==> src/dht11rx_pkg.sv <==
`timescale 1ns / 1ps
// shared types, codes and constants for the dht11 frame receiver
// no dependencies
package dht11rx_pkg;

  localparam int DATA_BITS   = 32;
  localparam int FRAME_BITS  = 40;
  localparam int TIMER_W     = 16;
  localparam int SKIP_W      = 4;
  localparam int EDGE_CNT_W  = 5;
  localparam int BIT_CNT_W   = 6;
  localparam int BYTE_W      = 8;
  localparam int CFG_DATA_W  = 16;
  localparam int CFG_INDEX_W = 1;
  localparam int QUEUE_DEPTH = 2;

  localparam logic [TIMER_W-1:0]    THRESHOLD_RESET = TIMER_W'(100);
  localparam logic [SKIP_W-1:0]     SKIP_RESET      = SKIP_W'(3);
  localparam logic [EDGE_CNT_W-1:0] EDGE_CNT_MAX    = '1;

  // input item kinds
  localparam logic [1:0] KIND_START  = 2'd0;
  localparam logic [1:0] KIND_EDGE   = 2'd1;
  localparam logic [1:0] KIND_FINISH = 2'd2;

  // configuration register indexes
  localparam logic [CFG_INDEX_W-1:0] CFG_THRESHOLD = 1'b0;
  localparam logic [CFG_INDEX_W-1:0] CFG_SKIP      = 1'b1;

  typedef enum logic [1:0] {
    OP_START  = 2'd0,
    OP_EDGE   = 2'd1,
    OP_FINISH = 2'd2
  } op_t;

  typedef struct packed {
    op_t                op;
    logic               line_level;
    logic [TIMER_W-1:0] timer_count;
  } q_entry_t;

  typedef struct packed {
    logic [BYTE_W-1:0]    humidity;
    logic [BYTE_W-1:0]    humidity_fraction;
    logic [BYTE_W-1:0]    temperature;
    logic [BYTE_W-1:0]    temperature_fraction;
    logic                 checksum_ok;
    logic                 frame_nonzero;
    logic [BIT_CNT_W-1:0] bits_received;
  } result_t;

endpackage

==> src/dht11rx_front.sv <==
`timescale 1ns / 1ps
// front stage: takes input transfers, decodes the kind and drops unknown codes
// depends on dht11rx_pkg
module dht11rx_front
  import dht11rx_pkg::*;
(
  input  logic               clk,
  input  logic               rst_n,
  input  logic               in_valid,
  output logic               in_stall,
  input  logic [1:0]         in_kind,
  input  logic               in_line_level,
  input  logic [TIMER_W-1:0] in_timer_count,
  input  logic               q_full,
  output logic               q_push,
  output q_entry_t           q_entry
);

  logic     valid_r, valid_nxt;
  q_entry_t entry_r, entry_nxt;
  logic     known;
  op_t      op_dec;
  logic     take;

  always_comb begin
    known  = 1'b1;
    op_dec = OP_START;
    case (in_kind)
      KIND_START:  op_dec = OP_START;
      KIND_EDGE:   op_dec = OP_EDGE;
      KIND_FINISH: op_dec = OP_FINISH;
      default:     known  = 1'b0;
    endcase
  end

  assign q_push   = valid_r && !q_full;
  assign in_stall = valid_r && q_full;
  assign take     = in_valid && !in_stall;

  always_comb begin
    valid_nxt = valid_r && !q_push;
    entry_nxt = entry_r;
    if (take) begin
      valid_nxt = known;
      entry_nxt = '{op: op_dec, line_level: in_line_level, timer_count: in_timer_count};
    end
  end

  always_ff @(posedge clk) begin
    if (!rst_n) begin
      valid_r <= 1'b0;
    end else begin
      valid_r <= valid_nxt;
    end
  end

  always_ff @(posedge clk) begin
    entry_r <= entry_nxt;
  end

  assign q_entry = entry_r;

endmodule

==> src/dht11rx_queue.sv <==
`timescale 1ns / 1ps
// short register queue between the front and back stages
// depends on dht11rx_pkg
module dht11rx_queue
  import dht11rx_pkg::*;
#(
  parameter int DEPTH = QUEUE_DEPTH
) (
  input  logic     clk,
  input  logic     rst_n,
  input  logic     push,
  input  q_entry_t push_entry,
  output logic     full,
  input  logic     pop,
  output logic     head_valid,
  output q_entry_t head_entry
);

  localparam int PTR_W = (DEPTH > 1) ? $clog2(DEPTH) : 1;
  localparam int CNT_W = $clog2(DEPTH + 1);

  q_entry_t             slot_r [DEPTH];
  logic [PTR_W-1:0]     wr_ptr_r, wr_ptr_nxt;
  logic [PTR_W-1:0]     rd_ptr_r, rd_ptr_nxt;
  logic [CNT_W-1:0]     count_r, count_nxt;
  logic                 do_push, do_pop;

  assign full       = (count_r == CNT_W'(DEPTH));
  assign head_valid = (count_r != '0);
  assign head_entry = slot_r[rd_ptr_r];
  assign do_push    = push && !full;
  assign do_pop     = pop && head_valid;

  always_comb begin
    wr_ptr_nxt = wr_ptr_r;
    rd_ptr_nxt = rd_ptr_r;
    count_nxt  = count_r;
    if (do_push) begin
      wr_ptr_nxt = (wr_ptr_r == PTR_W'(DEPTH - 1)) ? '0 : wr_ptr_r + 1'b1;
    end
    if (do_pop) begin
      rd_ptr_nxt = (rd_ptr_r == PTR_W'(DEPTH - 1)) ? '0 : rd_ptr_r + 1'b1;
    end
    if (do_push && !do_pop) begin
      count_nxt = count_r + 1'b1;
    end else if (do_pop && !do_push) begin
      count_nxt = count_r - 1'b1;
    end
  end

  always_ff @(posedge clk) begin
    if (!rst_n) begin
      wr_ptr_r <= '0;
      rd_ptr_r <= '0;
      count_r  <= '0;
    end else begin
      wr_ptr_r <= wr_ptr_nxt;
      rd_ptr_r <= rd_ptr_nxt;
      count_r  <= count_nxt;
    end
  end

  always_ff @(posedge clk) begin
    if (do_push) begin
      slot_r[wr_ptr_r] <= push_entry;
    end
  end

endmodule

==> src/dht11rx_back.sv <==
`timescale 1ns / 1ps
// back stage: frame state, bit decoding, finish check and result register
// depends on dht11rx_pkg
module dht11rx_back
  import dht11rx_pkg::*;
(
  input  logic               clk,
  input  logic               rst_n,
  input  logic [TIMER_W-1:0] threshold,
  input  logic [SKIP_W-1:0]  edges_to_skip,
  input  logic               head_valid,
  input  q_entry_t           head_entry,
  output logic               pop,
  output logic               res_valid,
  input  logic               res_stall,
  output result_t            res
);

  logic [EDGE_CNT_W-1:0] edge_count_r, edge_count_nxt;
  logic [TIMER_W-1:0]    high_start_r, high_start_nxt;
  logic [BIT_CNT_W-1:0]  bit_count_r, bit_count_nxt;
  logic [DATA_BITS-1:0]  data_word_r, data_word_nxt;
  logic [BYTE_W-1:0]     cksum_r, cksum_nxt;
  logic [BYTE_W-1:0]     hum_r, hum_nxt;
  logic [BYTE_W-1:0]     hum_frac_r, hum_frac_nxt;
  logic [BYTE_W-1:0]     temp_r, temp_nxt;
  logic [BYTE_W-1:0]     temp_frac_r, temp_frac_nxt;
  logic [BYTE_W-1:0]     saved_hum_r, saved_hum_nxt;
  logic [BYTE_W-1:0]     saved_temp_r, saved_temp_nxt;
  logic                  res_valid_r, res_valid_nxt;
  result_t               res_r, res_nxt;

  logic                  out_free;
  logic [TIMER_W-1:0]    high_time;
  logic                  bit_val;
  logic [BYTE_W-1:0]     b3, b2, b1, b0, byte_sum;
  logic                  nonzero, sum_ok;

  assign out_free = !res_valid_r || !res_stall;
  assign pop      = head_valid && (head_entry.op != OP_FINISH || out_free);

  assign high_time = head_entry.timer_count - high_start_r;
  assign bit_val   = (high_time > threshold);

  assign b3       = data_word_r[DATA_BITS-1 -: BYTE_W];
  assign b2       = data_word_r[DATA_BITS-1-BYTE_W -: BYTE_W];
  assign b1       = data_word_r[DATA_BITS-1-2*BYTE_W -: BYTE_W];
  assign b0       = data_word_r[BYTE_W-1:0];
  assign byte_sum = b3 + b2 + b1 + b0;
  assign nonzero  = (data_word_r != '0);
  assign sum_ok   = (byte_sum == cksum_r);

  always_comb begin
    edge_count_nxt = edge_count_r;
    high_start_nxt = high_start_r;
    bit_count_nxt  = bit_count_r;
    data_word_nxt  = data_word_r;
    cksum_nxt      = cksum_r;
    hum_nxt        = hum_r;
    hum_frac_nxt   = hum_frac_r;
    temp_nxt       = temp_r;
    temp_frac_nxt  = temp_frac_r;
    saved_hum_nxt  = saved_hum_r;
    saved_temp_nxt = saved_temp_r;
    res_valid_nxt  = res_valid_r && res_stall;
    res_nxt        = res_r;

    if (pop) begin
      case (head_entry.op)
        OP_START: begin
          saved_hum_nxt  = hum_r;
          saved_temp_nxt = temp_r;
          edge_count_nxt = '0;
          high_start_nxt = '0;
          bit_count_nxt  = '0;
          data_word_nxt  = '0;
          cksum_nxt      = '0;
        end
        OP_EDGE: begin
          if (edge_count_r >= EDGE_CNT_W'(edges_to_skip)) begin
            if (head_entry.line_level) begin
              high_start_nxt = head_entry.timer_count;
            end else begin
              if (bit_count_r < BIT_CNT_W'(DATA_BITS)) begin
                data_word_nxt = {data_word_r[DATA_BITS-2:0], bit_val};
              end else if (bit_count_r < BIT_CNT_W'(FRAME_BITS)) begin
                cksum_nxt = {cksum_r[BYTE_W-2:0], bit_val};
              end
              if (bit_count_r < BIT_CNT_W'(FRAME_BITS)) begin
                bit_count_nxt = bit_count_r + 1'b1;
              end
            end
          end
          if (edge_count_r != EDGE_CNT_MAX) begin
            edge_count_nxt = edge_count_r + 1'b1;
          end
        end
        OP_FINISH: begin
          if (nonzero) begin
            hum_frac_nxt  = b2;
            temp_frac_nxt = b0;
            // a bad checksum restores only the integer bytes
            hum_nxt       = sum_ok ? b3 : saved_hum_r;
            temp_nxt      = sum_ok ? b1 : saved_temp_r;
          end
          res_valid_nxt = 1'b1;
          res_nxt = '{
            humidity:             hum_nxt,
            humidity_fraction:    hum_frac_nxt,
            temperature:          temp_nxt,
            temperature_fraction: temp_frac_nxt,
            checksum_ok:          nonzero && sum_ok,
            frame_nonzero:        nonzero,
            bits_received:        bit_count_r
          };
        end
        default: begin
          res_nxt = res_r;
        end
      endcase
    end
  end

  always_ff @(posedge clk) begin
    if (!rst_n) begin
      edge_count_r <= '0;
      high_start_r <= '0;
      bit_count_r  <= '0;
      data_word_r  <= '0;
      cksum_r      <= '0;
      hum_r        <= '0;
      hum_frac_r   <= '0;
      temp_r       <= '0;
      temp_frac_r  <= '0;
      saved_hum_r  <= '0;
      saved_temp_r <= '0;
      res_valid_r  <= 1'b0;
    end else begin
      edge_count_r <= edge_count_nxt;
      high_start_r <= high_start_nxt;
      bit_count_r  <= bit_count_nxt;
      data_word_r  <= data_word_nxt;
      cksum_r      <= cksum_nxt;
      hum_r        <= hum_nxt;
      hum_frac_r   <= hum_frac_nxt;
      temp_r       <= temp_nxt;
      temp_frac_r  <= temp_frac_nxt;
      saved_hum_r  <= saved_hum_nxt;
      saved_temp_r <= saved_temp_nxt;
      res_valid_r  <= res_valid_nxt;
    end
  end

  always_ff @(posedge clk) begin
    res_r <= res_nxt;
  end

  assign res_valid = res_valid_r;
  assign res       = res_r;

endmodule

==> src/dht11_frame_receiver_core.sv <==
`timescale 1ns / 1ps
// dht11 frame receiver top level: configuration registers, front, queue, back
// depends on dht11rx_pkg, dht11rx_front, dht11rx_queue, dht11rx_back
//
// usage
//   input channel (in_valid / in_stall): one item per transfer; kind selects
//   start, line edge or finish; an unknown kind is taken and dropped
//   result channel (out_valid / out_stall): one result per finish item only
//   configuration port: cfg_we writes cfg_data to register cfg_index
//   (0 high-time threshold, 1 edges to skip); write only while idle
// timing
//   a finish result passes the front register, a queue slot and then the
//   result register before it shows on out_valid; one item per cycle while
//   out_stall does not back up the queue, as the back stage updates its
//   frame state for each item that it pops
// reset
//   rst_n is synchronous; clears frame state, held readings, the queue and
//   the result valid flag, and loads the threshold 100 and skip count 3
// stall
//   a stalled result holds; start and edge items keep flowing through the
//   back stage, and a finish waits at the queue head until the result
//   register frees, while behind it the queue and then in_stall back up
module dht11_frame_receiver_core
  import dht11rx_pkg::*;
#(
  parameter int QDEPTH = QUEUE_DEPTH
) (
  input  logic                   clk,
  input  logic                   rst_n,
  // configuration write port
  input  logic                   cfg_we,
  input  logic [CFG_INDEX_W-1:0] cfg_index,
  input  logic [CFG_DATA_W-1:0]  cfg_data,
  // input channel
  input  logic                   in_valid,
  output logic                   in_stall,
  input  logic [1:0]             in_kind,
  input  logic                   in_line_level,
  input  logic [TIMER_W-1:0]     in_timer_count,
  // result channel
  output logic                   out_valid,
  input  logic                   out_stall,
  output logic [BYTE_W-1:0]      out_humidity,
  output logic [BYTE_W-1:0]      out_humidity_fraction,
  output logic [BYTE_W-1:0]      out_temperature,
  output logic [BYTE_W-1:0]      out_temperature_fraction,
  output logic                   out_checksum_ok,
  output logic                   out_frame_nonzero,
  output logic [BIT_CNT_W-1:0]   out_bits_received
);

  // configuration registers
  logic [TIMER_W-1:0] threshold_r, threshold_nxt;
  logic [SKIP_W-1:0]  skip_r, skip_nxt;

  always_comb begin
    threshold_nxt = threshold_r;
    skip_nxt      = skip_r;
    if (cfg_we) begin
      case (cfg_index)
        CFG_THRESHOLD: threshold_nxt = cfg_data[TIMER_W-1:0];
        CFG_SKIP:      skip_nxt      = cfg_data[SKIP_W-1:0];
        default:       threshold_nxt = threshold_r;
      endcase
    end
  end

  always_ff @(posedge clk) begin
    if (!rst_n) begin
      threshold_r <= THRESHOLD_RESET;
      skip_r      <= SKIP_RESET;
    end else begin
      threshold_r <= threshold_nxt;
      skip_r      <= skip_nxt;
    end
  end

  // front to queue
  logic     q_push, q_full;
  q_entry_t q_push_entry;
  // queue to back
  logic     q_pop, q_head_valid;
  q_entry_t q_head_entry;
  result_t  res;

  dht11rx_front u_front (
    .clk            (clk),
    .rst_n          (rst_n),
    .in_valid       (in_valid),
    .in_stall       (in_stall),
    .in_kind        (in_kind),
    .in_line_level  (in_line_level),
    .in_timer_count (in_timer_count),
    .q_full         (q_full),
    .q_push         (q_push),
    .q_entry        (q_push_entry)
  );

  dht11rx_queue #(
    .DEPTH (QDEPTH)
  ) u_queue (
    .clk        (clk),
    .rst_n      (rst_n),
    .push       (q_push),
    .push_entry (q_push_entry),
    .full       (q_full),
    .pop        (q_pop),
    .head_valid (q_head_valid),
    .head_entry (q_head_entry)
  );

  dht11rx_back u_back (
    .clk           (clk),
    .rst_n         (rst_n),
    .threshold     (threshold_r),
    .edges_to_skip (skip_r),
    .head_valid    (q_head_valid),
    .head_entry    (q_head_entry),
    .pop           (q_pop),
    .res_valid     (out_valid),
    .res_stall     (out_stall),
    .res           (res)
  );

  // result fields out to their own ports
  assign out_humidity             = res.humidity;
  assign out_humidity_fraction    = res.humidity_fraction;
  assign out_temperature          = res.temperature;
  assign out_temperature_fraction = res.temperature_fraction;
  assign out_checksum_ok          = res.checksum_ok;
  assign out_frame_nonzero        = res.frame_nonzero;
  assign out_bits_received        = res.bits_received;

endmodule

==> config.mk <==
export PLATFORM = sky130hd
export DESIGN_NAME = dht11_frame_receiver_core
export DESIGN_NICKNAME = d
export VERILOG_FILES = /design/src/dht11rx_pkg.sv /design/src/dht11rx_front.sv /design/src/dht11rx_queue.sv /design/src/dht11rx_back.sv /design/src/dht11_frame_receiver_core.sv
export SDC_FILE = /design/constraint.sdc
export NUM_CORES = 1
export LEC_CHECK = 0
export ABC_AREA = 1
export ABC_CLOCK_PERIOD_IN_PS = 3360
export BUFFER_PORTS_ARGS = -buffer_cell sky130_fd_sc_hd__clkbuf_2
export CORE_UTILIZATION = 35
export CTS_CLUSTER_DIAMETER = 40
export DETAILED_ROUTE_END_ITERATION = 6
export GPL_TIMING_DRIVEN = 1
export PLACE_DENSITY = 0.57
export SYNTH_ARGS = -nofsm -noshare
export SYNTH_HDL_FRONTEND = slang
export SYNTH_SLANG_ARGS = --single-unit
==> constraint.sdc <==
create_clock -name clk -period 3.36 [get_ports clk]
set_input_delay 0.672 -clock clk [delete_from_list [all_inputs] [get_ports clk]]
set_output_delay 0.672 -clock clk [all_outputs]
set_load 0.02 [all_outputs]
# After elaboration in Yosys (flattened, before gate mapping)

Memory sizes are Yosys's and may differ from the RTL's. A register that Yosys moved wholly into a read port is not among the register bits.
Index checks and enable logic that the tools add are counted.

Add/subtract/negate cells: 10
Order comparisons: 4
Equality and inequality tests: 15
Muxes and demuxes: 37
Bitwise operators: 1
Reductions and logical operators: 36

Operators by type and width:

| operator            | count |
|---|---|
| $mux 32             | 3 |
| $mux 8              | 10 |
| $pmux 32 s2         | 1 |
| $mux 16             | 2 |
| $pmux 16 s2         | 1 |
| $reduce_bool 32->1  | 1 |
| $add 8x8->8         | 3 |
| $mux 6              | 3 |
| $gt 16x16->1        | 1 |
| $pmux 8 s2          | 1 |
| $sub 16x16->16      | 1 |
| $lt 6x6->1 const B  | 2 |
| $pmux 6 s2          | 1 |
| $logic_and 1x1->1   | 11 |
| $mux 1              | 10 |
| $pmux 5 s2          | 1 |
| $reduce_and 5->1    | 2 |
| $eq 8x8->1          | 1 |
| $ne 2x1->1 const B  | 4 |
| $ne 2x2->1 const B  | 4 |
| $reduce_and 2->1    | 4 |
| $logic_not 1->1     | 7 |
| $add 6x1->6 const B | 1 |
| $eq 2x2->1 const B  | 3 |
| other kinds (18)    | 25 |

Bits in registers: 200
RAM bits: 38
Input bits: 41
Output and inout port bits: 42
Memories: 1

Memory list:

| memory         | words | width | read ports | clocked after memory_dff | write ports | RTL line            | source |
|---|---|---|---|---|---|---|---|
| u_queue.slot_r | 2     | 19    | 1          | 1                        | 1           | dht11rx_queue.sv:22 | `q_entry_t slot_r [DEPTH];` |

# Logic depth before layout (Yosys ltp)

Gate-level depths: netlist of run 1.

Depth in word-level cells: 8
Depth in mapped cells: 23
Mapped depth without buffers: 23

# Modules after synthesis

From an unflattened synthesis of run 1, not the netlist that was laid out.

Cell total of the unflattened synthesis: 1273
Area total of the unflattened synthesis: 11669.9 µm²

Modules (own cells, without submodules):

| module                    | instances | cells an instance | area each (µm²) | sequential area each (µm²) |
|---|---|---|---|---|
| dht11rx_back              | 1         | 1025              | 8516.9          | 3523.4 |
| dht11rx_queue             | 1         | 96                | 1669.1          | 1241.2 |
| dht11_frame_receiver_core | 1         | 118               | 830.8           | 400.4 |
| dht11rx_front             | 1         | 34                | 653.1           | 590.6 |

# Least setup slack after synthesis of run 1

Ideal clock, no wire load.

Kind: register to register
From: register u_back.data_word_r[1]
To: register u_back.res_r (netlist bit u_back.res[16]) (data pin)
Setup time: 0.255 ns
Arrival time: 3.152 ns
Path slack: -0.047 ns
Stages on the path, launching flop included: 17
Cells stage by stage: dfxtp_1 -> fa_1 -> fa_1 -> ha_1 -> inv_1 -> fa_1 -> nand2_1 -> inv_1 -> nor2_1 -> nand3_1 -> nor2_1 -> nand3_1 -> nor3_2 -> buf_2 -> nand3_1 -> nand3_1 -> nand2_1

Longest elaborated chain between the ends: 4

RTL lines:

| element                | RTL line            | source |
|---|---|---|
| start, declared        | dht11rx_back.sv:22  | `logic [DATA_BITS-1:0] data_word_r, data_word_nxt;` |
| start signal, assigned | dht11rx_back.sv:142 | `data_word_r <= data_word_nxt;` |
| $add 8x8->8            | dht11rx_back.sv:49  | `assign byte_sum = b3 + b2 + b1 + b0;` |
| $eq 8x8->1             | dht11rx_back.sv:51  | `assign sum_ok = (byte_sum == cksum_r);` |
| $mux 8                 | dht11rx_back.sv:104 | `temp_nxt = sum_ok ? b1 : saved_temp_r;` |
| $mux 8 (*)             | dht11rx_back.sv:99  | `if (nonzero) begin` |
| end signal, assigned   | dht11rx_back.sv:155 | `res_r <= res_nxt;` |
| end, declared          | dht11rx_back.sv:31  | `result_t res_r, res_nxt;` |

Every way passes the cells marked *; elsewhere a longest branch is shown, timed or not.
A chain may end at the register's enable or synchronous reset.

# Worst setup path after layout of run 1

From: register u_back.data_word_r[1]
To: register u_back.res_r (netlist bit u_back.res[33]) (data pin)

Longest elaborated chain between the ends: 4

RTL lines:

| element     | RTL line            | source |
|---|---|---|
| $add 8x8->8 | dht11rx_back.sv:49  |  |
| $eq 8x8->1  | dht11rx_back.sv:51  |  |
| $mux 8      | dht11rx_back.sv:103 | `hum_nxt = sum_ok ? b3 : saved_hum_r;` |
| $mux 8 (*)  | dht11rx_back.sv:99  |  |

Marked as above.

==> summary.txt, run 1 <==
Status = finished with violations
Largest net degree at the start of global routing = 71
Max_slew headroom = 0.2934
Worst-path cell chain = fa_1, fa_1, ha_2, inv_1, fa_1, nor2_1, nor2_1, nand3_1, nor2_1, nand3_2, nor3_4, buf_12, nand3_1, nand3_1, nand2_1
RePlAce Congestion = 0.8007
Area of the core = 0.03180 mm²
Period utilization = 1.030
Metal1 wirelength = 12230 µm
Commonest non-fill, non-tap cell in the layout = nand2_1
Failing checks = negative setup slack
Syn Std Cell Area = 0.01140 mm²
Critical path required time = 3.62 ns
Slew at the pin with the worst max-slew slack = 1.059 ns
Count of flip-flops with a built-in enable after synthesis = 97
Cts hold-fix bufs = 0
Clk slew on worst S/H paths = 0.06 ns
Most frequent cells in the layout = nand2_1 (239), inv_1 (196), dfxtp_1 (140)
Register area share after synthesis = 0.5047
HPWL after detailed placement = 17570 µm
Critical path launch point type = register
FFs w/ async S/R, synth = 0
Worst path max stage delay = 0.52 ns
Max Cap Viol = 0
Top routing layer in use = met4
Drt wl/cell = 13.41 µm
Die W = 182.5 µm
Setup Crit Path Kind = reg2reg
Grt ovf = 0
CTS buffer count = 38
GR Util All Layers = 0.1555
Syn Nets = 1416
Worst Path Arrival = 3.72 ns
Synthesis-to-layout area growth = 26.23%
Netlist cell types = 46
Drt pass-1 iters = 4
Primary FF master, synth = dfxtp_1
Root Buffer = clkbuf_16
Drc violations = 0
Final Setup Violations = 32
Met2 wire length = 12010 µm
Lkg Pwr = 6.184 nW
Global-route wire length before repair = 41830 µm
Initial antenna violation count = 0
CP endpoint kind = register
Vias in the first global route = 8441
Nets = 1558
WL met3 = 1060 µm
Mean Syn Cell Area = 8.685 µm²
Hold Crit Class = in2reg
Clock Tree Buf Depth = 3
H-Tree Depth = 2
Cells after synthesis = 1313
F_max = 289.0 MHz
Initial Util = 0.3586
Unrepaired setup endpoints after global routing = true
Final Critical Period = 3.460 ns
Worst path slowest cell = fa_1
Hold Fails Final Rpt = 0
Buffers and inverters on the worst path = 2
# diodes = 0
Delay-heaviest family, CP = adder cells
Iter 0 DRT Violations = 494
Via/cell ratio = 4.674
DRT Wirelength = 25750 µm
Die area = 0.03331 mm²
Ports = 83
PortBufs = 82
Die extent in y = 182.5 µm
Crit path max fanout = 16
Clock sinks = 239
Clk Latency, worst-skew pair = 0.52 ns
Final clock skew = 0.02417 ns
Post-Route Utilization = 0.4527
Via count = 8975
TritonCTS clock tree = done
Share of cells above drive strength 1 = 0.2088
Final worst slack = -0.1004 ns
Yosys reg bits = 239
Site Rows = 65
Final Max Slew Viols = 0
Post-DRT Antenna Nets = 0
Synth warn = 0
Pwr dens = 902.4 mW/mm²
VDD IR max = 0.5610 mV
Power Total = 12.99 mW
report_power, final:
group	switching (mW)	internal [mW]	total, mW
clock network	1.42	2.44	3.86
registers	0.179	3.55	3.73
logic	3.15	2.25	5.40
total	4.74	8.25	13.0
what timing repair did:
action,4_1_cts,5_1_grt
setup buffers,0,11
pin swaps,0,31
hold endpoints to repair,0,0
endpoints found under the setup margin,34,35
gates resized for setup,9,78
path summary, 6_finish.rpt:
path	depth (start not counted)	start	slack [ns]	endpoint
worst max-delay path	15	u_back.data_word_r[1]$_SDFFE_PN0P_	-0.10	u_back.res[33]$_DFFE_PP_
worst min-delay path	1	in_timer_count[5]	0.32	u_front.q_entry[5]$_DFFE_PP_
worst max register to register	15	u_back.data_word_r[1]$_SDFFE_PN0P_	-0.10	u_back.res[33]$_DFFE_PP_
worst min register to register	1	u_queue.rd_ptr_r$_SDFFE_PN0P_	0.43	register
state kept, by name, summed over array words and instances, names as in the netlist, 2 cells and up, named ones only:
name / cells
u_queue.count_r: 2
u_back.hum_r: 8
u_back.hum_frac_r: 8
threshold_r: 16
u_back.saved_hum_r: 8
u_back.data_word_r: 32
u_back.bit_count_r: 6
u_queue.slot_r: 38
u_back.high_start_r: 16
u_back.temp_r: 8
u_back.res: 40
u_back.edge_count_r: 5
u_front.q_entry: 19
u_back.temp_frac_r: 8
skip_r: 4
u_back.saved_temp_r: 8
u_back.cksum_r: 8
layout make-up:
type / count / area, µm²
fill: 3051 / 17400
timing repair buffer: 154 / 1028
tap: 435 / 544.3
inverter: 207 / 778.2
clock buffer: 52 / 1119
sequential: 239 / 5761
multi-input combinational: 815 / 4997
clock inverter: 18 / 167.7
worst register-to-register path, cell delays in order (launching register included):
cell and delay [ns]:
dfxtp_2 0.32, fa_1 0.49, fa_1 0.52, ha_2 0.18, inv_1 0.05, fa_1 0.50
nor2_1 0.05, nor2_1 0.10, nand3_1 0.08, nor2_1 0.13, nand3_2 0.14, nor3_4 0.18
buf_12 0.17, nand3_1 0.09, nand3_1 0.12, nand2_1 0.07
cell families after synthesis:
| kind of cell | after synthesis | share of synthesized area |
|---|---|---|
| xor+xnor | 19 | 0.01459 |
| compound gates | 280 | 0.1376 |
| flops | 239 | 0.5047 |
| simple gates | 452 | 0.1736 |
| buf+inv | 259 | 0.08986 |
| fa+ha+maj | 62 | 0.07790 |
| mux | 2 | 0.001756 |
Yosys cell counts, types with 5 or more instances:
cell	count	share of area
a211oi_1	16	0.011
a21oi_1	140	0.061
buf_2	17	0.0075
clkbuf_1	27	0.0089
dfxtp_1	142	0.25
edfxtp_1	97	0.26
fa_1	15	0.026
ha_1	47	0.052
inv_1	203	0.067
nand2_1	255	0.084
nand2_2	6	0.0033
nand3_1	114	0.050
nand4_1	8	0.0044
nor2_1	44	0.014
nor3_1	5	0.0022
o211ai_1	5	0.0033
o21a_1	17	0.011
o21ai_0	81	0.036
o21bai_1	6	0.0039
xnor2_1	8	0.0061
xor2_1	11	0.0084
layer usage:
metal / GRT usage / up-vias
met4: 0.04571 / 0
met1: 0.2076 / 4153
li1: - / 4640
met3: 0.02714 / 36
met5: 0 / -
met2: 0.2568 / 146
through the flow:
stage               setup slack (ns)  std cells  cell area [µm²]  hold slack, ns  setup TNS (ns)
floorplan                    0.02479       1313            11410          0.4215               0
global placement            -0.07204       1839            12640          0.4236          -1.748
detailed placement           -0.1292       1839            12640          0.4290          -2.795
CTS                         -0.09340       1909            13950          0.3050          -1.868
global route                 -0.2813       1920            14400          0.3029          -7.745
finish                       -0.1004       1920            14400          0.3248          -1.950
Note: power is estimated with default switching activity, not from simulation.
==> inputs of run 2 (changes only) <==
--- a/config.mk
+++ b/config.mk
@@ -5,7 +5,6 @@
 export SDC_FILE = /design/constraint.sdc
 export NUM_CORES = 1
 export LEC_CHECK = 0
-export ABC_AREA = 1
 export ABC_CLOCK_PERIOD_IN_PS = 3360
 export BUFFER_PORTS_ARGS = -buffer_cell sky130_fd_sc_hd__clkbuf_2
 export CORE_UTILIZATION = 35
==> run 2 against run 1 <==
  * The run ends with design-rule violations, negative setup slack left
  * Sequential power decreased by 11%
  * Via count down 13%
  * Flip-flop and latch count stayed put
  * Worst setup slack got worse by 0.22 ns
  * Clock-buffer cell count fell by 8
  * Cell count decreased by 17%
  * Utilization rose by 0.44 points
  * Worst hold slack gained 0.013 ns
  * First-iteration DRC count decreased by 20%
  * Wire length fell by 6.6%
  * Clock skew about the same
  * Global-route usage is 0.052 points lower
  * Highest routed layer unchanged
==> summary.txt, run 2 <==
Hold Fails Final Rpt = 0 (unchanged)
FF+latch area = 0.005763 mm² (about the same)
Area of the core = 0.03051 mm² (-4.1%)
Root Buffer = clkbuf_16
Clk slew on worst S/H paths = 0.05 ns (about the same)
Share of cells above drive strength 1 = 0.2650 (+0.05620)
Syn Nets = 1104 (-22%)
Post-DRT Antenna Nets = 0 (unchanged)
CP endpoint kind = register
Final Setup Violations = 32 (unchanged)
Initial antenna violation count = 0 (unchanged)
Critical path launch point type = register
Synth area leaders = edfxtp_1 (27%), dfxtp_1 (26%), ha_1 (5.4%)
Crit path max fanout = 8 (-8)
F_max = 271.7 MHz (-6.0%)
Setup slack, reg-to-reg = -0.32 ns (-0.22 ns)
Footprint of the multi-input gates = 0.004952 mm² (-0.90%)
Largest net degree at the start of global routing = 47 (-34%)
Max_slew headroom = 0.3706 (+0.07717)
Drt pass-1 iters = 7 (+3)
Slew at the pin with the worst max-slew slack = 0.9399 ns (-0.1188 ns)
Yosys top cell area share = 0.2690 (+0.01355)
Setup Crit Path Kind = reg2reg
Ports = 83 (unchanged)
# diodes = 0 (unchanged)
FFs w/ async S/R, synth = 0 (unchanged)
Clk Latency, worst-skew pair = 0.52 ns (about the same)
Initial Util = 0.3549 (-0.003661)
Iter 0 DRT Violations = 396 (-20%)
Nets = 1277 (-18%)
PortBufs = 82 (unchanged)
Worst path max stage delay = 0.51 ns (about the same)
Status = finished with violations
Vias in the first global route = 7748 (-8.2%)
Leading area contributor after synthesis = edfxtp_1
Lkg Pwr = 5.572 nW (-9.9%)
TritonCTS clock tree = done
Clock Tree Buf Depth = 3 (unchanged)
Via count = 7799 (-13%)
Mean Syn Cell Area = 10.82 µm² (+25%)
Pre-CTS setup slack = -0.3444 ns (-0.2153 ns)
Reg2Reg Capture Point = u_back.res[23]$_DFFE_PP_
Synth warn = 0 (unchanged)
GR Util All Layers = 0.1550 (-0.0005223)
Final Max Slew Viols = 0 (unchanged)
Cells after synthesis = 1001 (-24%)
Crit Reg-Reg Startpoint = u_back.data_word_r[9]$_SDFFE_PN0P_
Drt wl/cell = 15.03 µm (+12%)
Unrepaired setup endpoints after global routing = true
Count leader, synth = nand2_1
CTS buffer count = 38 (unchanged)
Site Rows = 64 (-1.5%)
Final clock skew = 0.02408 ns (-0.00008420 ns)
Max FFs per register = 40 (unchanged)
Critical path required time = 3.60 ns (-0.02 ns)
Die W = 177.9 µm (-2.5%)
Commonest non-fill, non-tap cell in the layout = nand2_1
Hold Path Depth = 1 (unchanged)
VDD IR max = 0.4165 mV (-26%)
Post-Route Utilization = 0.4571 (+0.004377)
Die extent in y = 177.9 µm (-2.5%)
Netlist cell types = 61 (+33%)
Global-route wire length before repair = 39050 µm (-6.6%)
Worst Hold End = u_front.q_entry[10]$_DFFE_PP_
Most frequent cells in the layout = nand2_1 (143), dfxtp_1 (138), edfxtp_1 (97)
WHS = 0.3377 ns (+0.01296 ns)
Period utilization = 1.095 (+0.06534)
H-Tree Depth = 2 (unchanged)
Max Cap Viol = 0 (unchanged)
Yosys reg bits = 239 (unchanged)
Synth top cells by count = nand2_1 (143), dfxtp_1 (142), edfxtp_1 (97)
Syn Std Cell Area = 0.01083 mm² (-5.0%)
Hold Crit Class = in2reg
HPWL after detailed placement = 16490 µm (-6.2%)
Final Critical Period = 3.680 ns (+0.2195 ns)
Count of flip-flops with a built-in enable after synthesis = 97 (unchanged)
Fillers = 2832 (-7.2%)
Final worst slack = -0.3199 ns (-0.2195 ns)
Worst-path cell chain = fa_1, fa_1, ha_2, inv_2, fa_2, xor2_2, a211oi_2, o211ai_1, nor4b_2, o211ai_1, buf_4, buf_16, mux2i_2, a21oi_1
Pwr dens = 677.5 mW/mm² (-25%)
Worst Path Arrival = 3.92 ns (+0.20 ns)
Failing checks = design-rule violations, negative setup slack
Die area = 0.03165 mm² (-5.0%)
Worst path slowest cell = fa_1
Reg2Reg Depth = 14 (-1)
Drc violations = 1 (+1)
Grt ovf = 0 (unchanged)
DRT Wirelength = 24050 µm (-6.6%)
RePlAce Congestion = 0.8396 (+4.9%)
Synthesis-to-layout area growth = 28.77%
Primary FF master, synth = dfxtp_1
Power Total = 9.447 mW (-27%)
Via/cell ratio = 4.874 (+4.3%)
Clock sinks = 239 (unchanged)
Register area share after synthesis = 0.5315 (+0.02677)
Hold_sp = in_timer_count[10]
## run 2: layer usage
| metal | GRT usage | vias up | share of wire |
|---|---|---|---|
| met5 | 0 | - | 0 |
| met4 | 0.05912 | 0 | 0.029 |
| met1 | 0.1836 | 3683 | 0.42 |
| met2 | 0.2761 | 148 | 0.51 |
| li1 | - | 3911 | - |
| met3 | 0.02806 | 57 | 0.037 |
## run 2: per-stage QoR
step / cells / TNS, ns / area [µm²]
after CTS: 1597 / -7.324 / 13740
after global routing: 1600 / -12.95 / 13940
final: 1600 / -6.941 / 13940
after detailed placement: 1517 / -8.330 / 12190
after floorplan: 1001 / -1.567 / 10870
after global placement: 1517 / -4.964 / 12190
## run 2: how the worst max path moves through the flow
stage	start	end	slack, ns	depth (start not counted)
floorplan	u_back.data_word_r[9]$_SDFFE_PN0P_	u_back.res[23]$_DFFE_PP_	-0.15	14
global placement	register	u_back.data_word_r[0]$_SDFFE_PN0P_	-0.24	14
detailed placement	u_back.data_word_r[9]$_SDFFE_PN0P_	u_back.res[38]$_DFFE_PP_	-0.34	13
CTS	u_back.data_word_r[9]$_SDFFE_PN0P_	u_back.res[19]$_DFFE_PP_	-0.31	14
global route	u_back.data_word_r[9]$_SDFFE_PN0P_	u_back.res[23]$_DFFE_PP_	-0.47	14
finish	u_back.data_word_r[9]$_SDFFE_PN0P_	u_back.res[23]$_DFFE_PP_	-0.32	14
## run 2: cell families after synthesis
kind of cell | Yosys count | synth area share
and+or+nand+nor | 277 | 0.1199
DFF | 239 | 0.5315
AOI/OAI and AO/OA | 234 | 0.1472
buffers and inverters | 98 | 0.03778
adders and majority gates | 62 | 0.08203
muxes | 55 | 0.05245
xor gates and xnor gates | 36 | 0.02912
## run 2: final cells by class
cell class              count  share of cell area
multi-input cells         664              0.3551
repair buffers            175             0.08425
clock inverters            26             0.02467
clock buffers              44             0.07205
inverters                  56             0.01507
well taps                 396             0.03553
flip-flops and latches    239              0.4133
## run 2: report_power, final
group	switching, mW	internal (mW)	total, mW	leakage [nW]
Combinational	1.11	0.951	2.06	2.87
Sequential	0.0874	3.22	3.31	2.06
Clock	1.43	2.64	4.08	0.643
## run 2: critical path, delay by kind of cell, from the launching register on
family          cells  cell delay [ns]
fa+ha+maj           4             1.56
compound gates      4             0.53
buf+inv             3             0.39
flops               1             0.32
simple gates        1             0.23
mux                 1             0.20
xor+xnor            1             0.17
## run 2: what timing repair did
action | 4_1_cts | 5_1_grt
cloned | 1 | 1
endpoints found under the setup margin | 35 | 35
pin swaps | 11 | 7
setup buffers | 10 | 2
resized for setup | 29 | 34
hold buffers | 0 | 0
==> inputs of run 3 (changes only) <==
--- a/config.mk
+++ b/config.mk
@@ -7,11 +7,13 @@
 export LEC_CHECK = 0
 export ABC_CLOCK_PERIOD_IN_PS = 3360
 export BUFFER_PORTS_ARGS = -buffer_cell sky130_fd_sc_hd__clkbuf_2
-export CORE_UTILIZATION = 35
+export CORE_UTILIZATION = 54
 export CTS_CLUSTER_DIAMETER = 40
 export DETAILED_ROUTE_END_ITERATION = 6
 export GPL_TIMING_DRIVEN = 1
-export PLACE_DENSITY = 0.57
+export PLACE_DENSITY = 0.8
+export SKIP_CTS_REPAIR_TIMING = 1
+export SKIP_LAST_GASP = 1
 export SYNTH_ARGS = -nofsm -noshare
 export SYNTH_HDL_FRONTEND = slang
 export SYNTH_SLANG_ARGS = --single-unit
==> run 3 against run 2 <==
  * The flow finishes with violations (negative setup slack)
  * Non-clock buffer count fell by 25
  * First-iteration DRC count rose by 14%
  * Design area fell by 6.3%
  * Worst hold slack got worse by 0.033 ns
  * Clock power fell by 23%
  * Wire length fell by 5.3%
  * Global-route usage rose by 6.6 points
  * Critical path depth fell by 1
  * Sequential share of layout area rose by 2.8 points
  * Worst setup slack improved by 0.011 ns
  * Highest routed layer unchanged
==> summary.txt, run 3 (synthesized netlist as in run 2, its figures left out) <==
Status = finished with violations
Failing checks = negative setup slack
Reg2Reg Capture Point = u_back.res[34]$_DFFE_PP_
Largest net degree at the start of global routing = 52 (+11%)
Via/cell ratio = 5.506 (+13%)
Max FFs per register = 40 (unchanged)
Commonest non-fill, non-tap cell in the layout = nand2_1
F_max = 272.6 MHz (+0.30%)
WHS = 0.3046 ns (-0.03316 ns)
Period utilization = 1.092 (-0.003253)
Nets = 1244 (-2.6%)
H-Tree Depth = 1 (-1)
Die area = 0.02062 mm² (-35%)
FF+latch area = 0.005763 mm² (unchanged)
Power Total = 8.393 mW (-11%)
Global-route wire length before repair = 36360 µm (-6.9%)
Footprint of the multi-input gates = 0.004820 mm² (-2.7%)
Drc violations = 0 (-1)
Non-Filler Instances = 1429 (-11%)
Reg2Reg Depth = 13 (-1)
Final clock skew = 0.01799 ns (-0.006091 ns)
Post-DRT Antenna Nets = 0 (unchanged)
Setup Crit Path Kind = reg2reg
Ports = 83 (unchanged)
Sw power = 2.397 mW (-8.9%)
Clock Tree Buf Depth = 3 (unchanged)
Drt pass-1 iters = 5 (-2)
Initial Util = 0.5528 (+0.1978)
Critical path launch point type = register
CTS buffer count = 30 (-21%)
Post-Route Utilization = 0.6671 (+0.2101)
Via count = 7868 (+0.88%)
Clk slew on worst S/H paths = 0.06 ns (about the same)
Hold Path Depth = 1 (unchanged)
HPWL after detailed placement = 15460 µm (-6.2%)
Max Cap Viol = 0 (unchanged)
Setup slack, reg-to-reg = -0.31 ns (about the same)
Synthesis-to-layout area growth = 20.68%
Clk network pwr share = 0.375 (-0.056)
Switching Fraction = 0.2856 (+0.007156)
Crit path max fanout = 17 (+9)
Final Critical Period = 3.669 ns (-0.01093 ns)
Slew at the pin with the worst max-slew slack = 0.9037 ns (-0.03623 ns)
Unrepaired setup endpoints after global routing = true
DRT Wirelength = 22760 µm (-5.3%)
CP endpoint kind = register
Die W = 143.6 µm (-19%)
Initial antenna violation count = 0 (unchanged)
Worst Hold End = u_front.q_entry[12]$_DFFE_PP_
Hold Fails Final Rpt = 0 (unchanged)
Fillers = 1467 (-48%)
Sequential Power Share = 0.395 (+0.045)
Final worst slack = -0.3090 ns (+0.01093 ns)
Placed instance count = 1372 (-9.6%)
VDD IR max = 0.4993 mV (+20%)
Drt wl/cell = 15.93 µm (+6.0%)
Hold_sp = in_timer_count[12]
Clock sinks = 239 (unchanged)
Clk Latency, worst-skew pair = 0.55 ns (+0.03 ns)
Root Buffer = clkbuf_16
Site Rows = 51 (-20%)
Most frequent cells in the layout = nand2_1 (143), dfxtp_1 (138), edfxtp_1 (97)
Hold Crit Class = in2reg
Critical path required time = 3.63 ns (+0.03 ns)
Max_slew headroom = 0.3975 (+0.02699)
Pre-CTS setup slack = -0.3314 ns (+0.01300 ns)
Grt ovf = 0 (unchanged)
Final Max Slew Viols = 0 (unchanged)
Share of cells above drive strength 1 = 0.2208 (-0.04416)
TritonCTS clock tree = done
RePlAce Congestion = 0.8289 (-1.3%)
Vias in the first global route = 7587 (-2.1%)
Crit Reg-Reg Startpoint = u_back.data_word_r[9]$_SDFFE_PN0P_
Pint = 5.996 mW (-12%)
Iter 0 DRT Violations = 451 (+14%)
PortBufs = 82 (unchanged)
# diodes = 0 (unchanged)
GR Util All Layers = 0.2208 (+0.06581)
Lkg Pwr = 5.281 nW (-5.2%)
Worst Path Arrival = 3.94 ns (+0.02 ns)
Pwr dens = 642.2 mW/mm² (-5.2%)
Gate power share = 0.230 (+0.012)
Final Setup Violations = 34 (+6.3%)
Die extent in y = 143.6 µm (-19%)
Area of the core = 0.01959 mm² (-36%)
[run 3: per-layer routing]
metal | routed length (µm) | global-route usage | up-vias
li1 | - | - | 3838
met1 | 10010 | 0.2851 | 3760
met2 | 11080 | 0.3789 | 222
met3 | 1106 | 0.03432 | 48
met4 | 573 | 0.07111 | 0
met5 | 0 | 0 | -
[run 3: worst max-delay path by stage]
| stage | start | endpoint | cells after the start |
|---|---|---|---|
| detailed placement | u_back.data_word_r[9]$_SDFFE_PN0P_ | u_back.res[34]$_DFFE_PP_ | 13 |
| finish | u_back.data_word_r[9]$_SDFFE_PN0P_ | u_back.res[34]$_DFFE_PP_ | 13 |
| global route | u_back.data_word_r[9]$_SDFFE_PN0P_ | u_back.res[33]$_DFFE_PP_ | 13 |
| floorplan | u_back.data_word_r[9]$_SDFFE_PN0P_ | u_back.res[23]$_DFFE_PP_ | 14 |
| global placement | u_back.data_word_r[9]$_SDFFE_PN0P_ | u_back.res[20]$_DFFE_PP_ | 13 |
| CTS | u_back.data_word_r[9]$_SDFFE_PN0P_ | u_back.res[17]$_DFFE_PP_ | 13 |
[run 3: layout make-up]
| type | instances | share of cell area |
|---|---|---|
| Sequential cell | 239 | 0.4410 |
| Multi-Input combinational cell | 664 | 0.3688 |
| Timing Repair Buffer | 150 | 0.07200 |
| Clock buffer | 40 | 0.06424 |
| Tap cell | 265 | 0.02537 |
| Inverter | 56 | 0.01608 |
| Clock inverter | 15 | 0.01254 |
[run 3: critical path: stages (launching register included)]
cell      delay [ns]
dfxtp_2         0.33
fa_1            0.49
fa_1            0.51
ha_2            0.20
inv_2           0.04
fa_2            0.37
xor2_1          0.17
a211oi_2        0.18
o211ai_1        0.14
nor4b_2         0.28
o211ai_1        0.17
buf_12          0.21
mux2i_1         0.21
a21oi_1         0.10
[run 3: per-stage QoR]
stage	instance area (µm²)	TNS [ns]
2_1_floorplan	10870	-1.567
3_3_place_gp	11920	-5.655
3_5_place_dp	11920	-7.845
4_1_cts	12920	-8.449
5_1_grt	13070	-13.24
6_report	13070	-6.904
[run 3: power groups by stage]
stage / clock (mW) / combinational [mW] / sequential (mW)
after detailed placement: 0 / 1.81 / 3.36
after global placement: 0 / 1.76 / 3.36
after global routing: 3.32 / 2.12 / 3.33
final: 3.15 / 1.93 / 3.31
after floorplan: 0 / 1.20 / 3.44
after CTS: 3.19 / 1.83 / 3.30
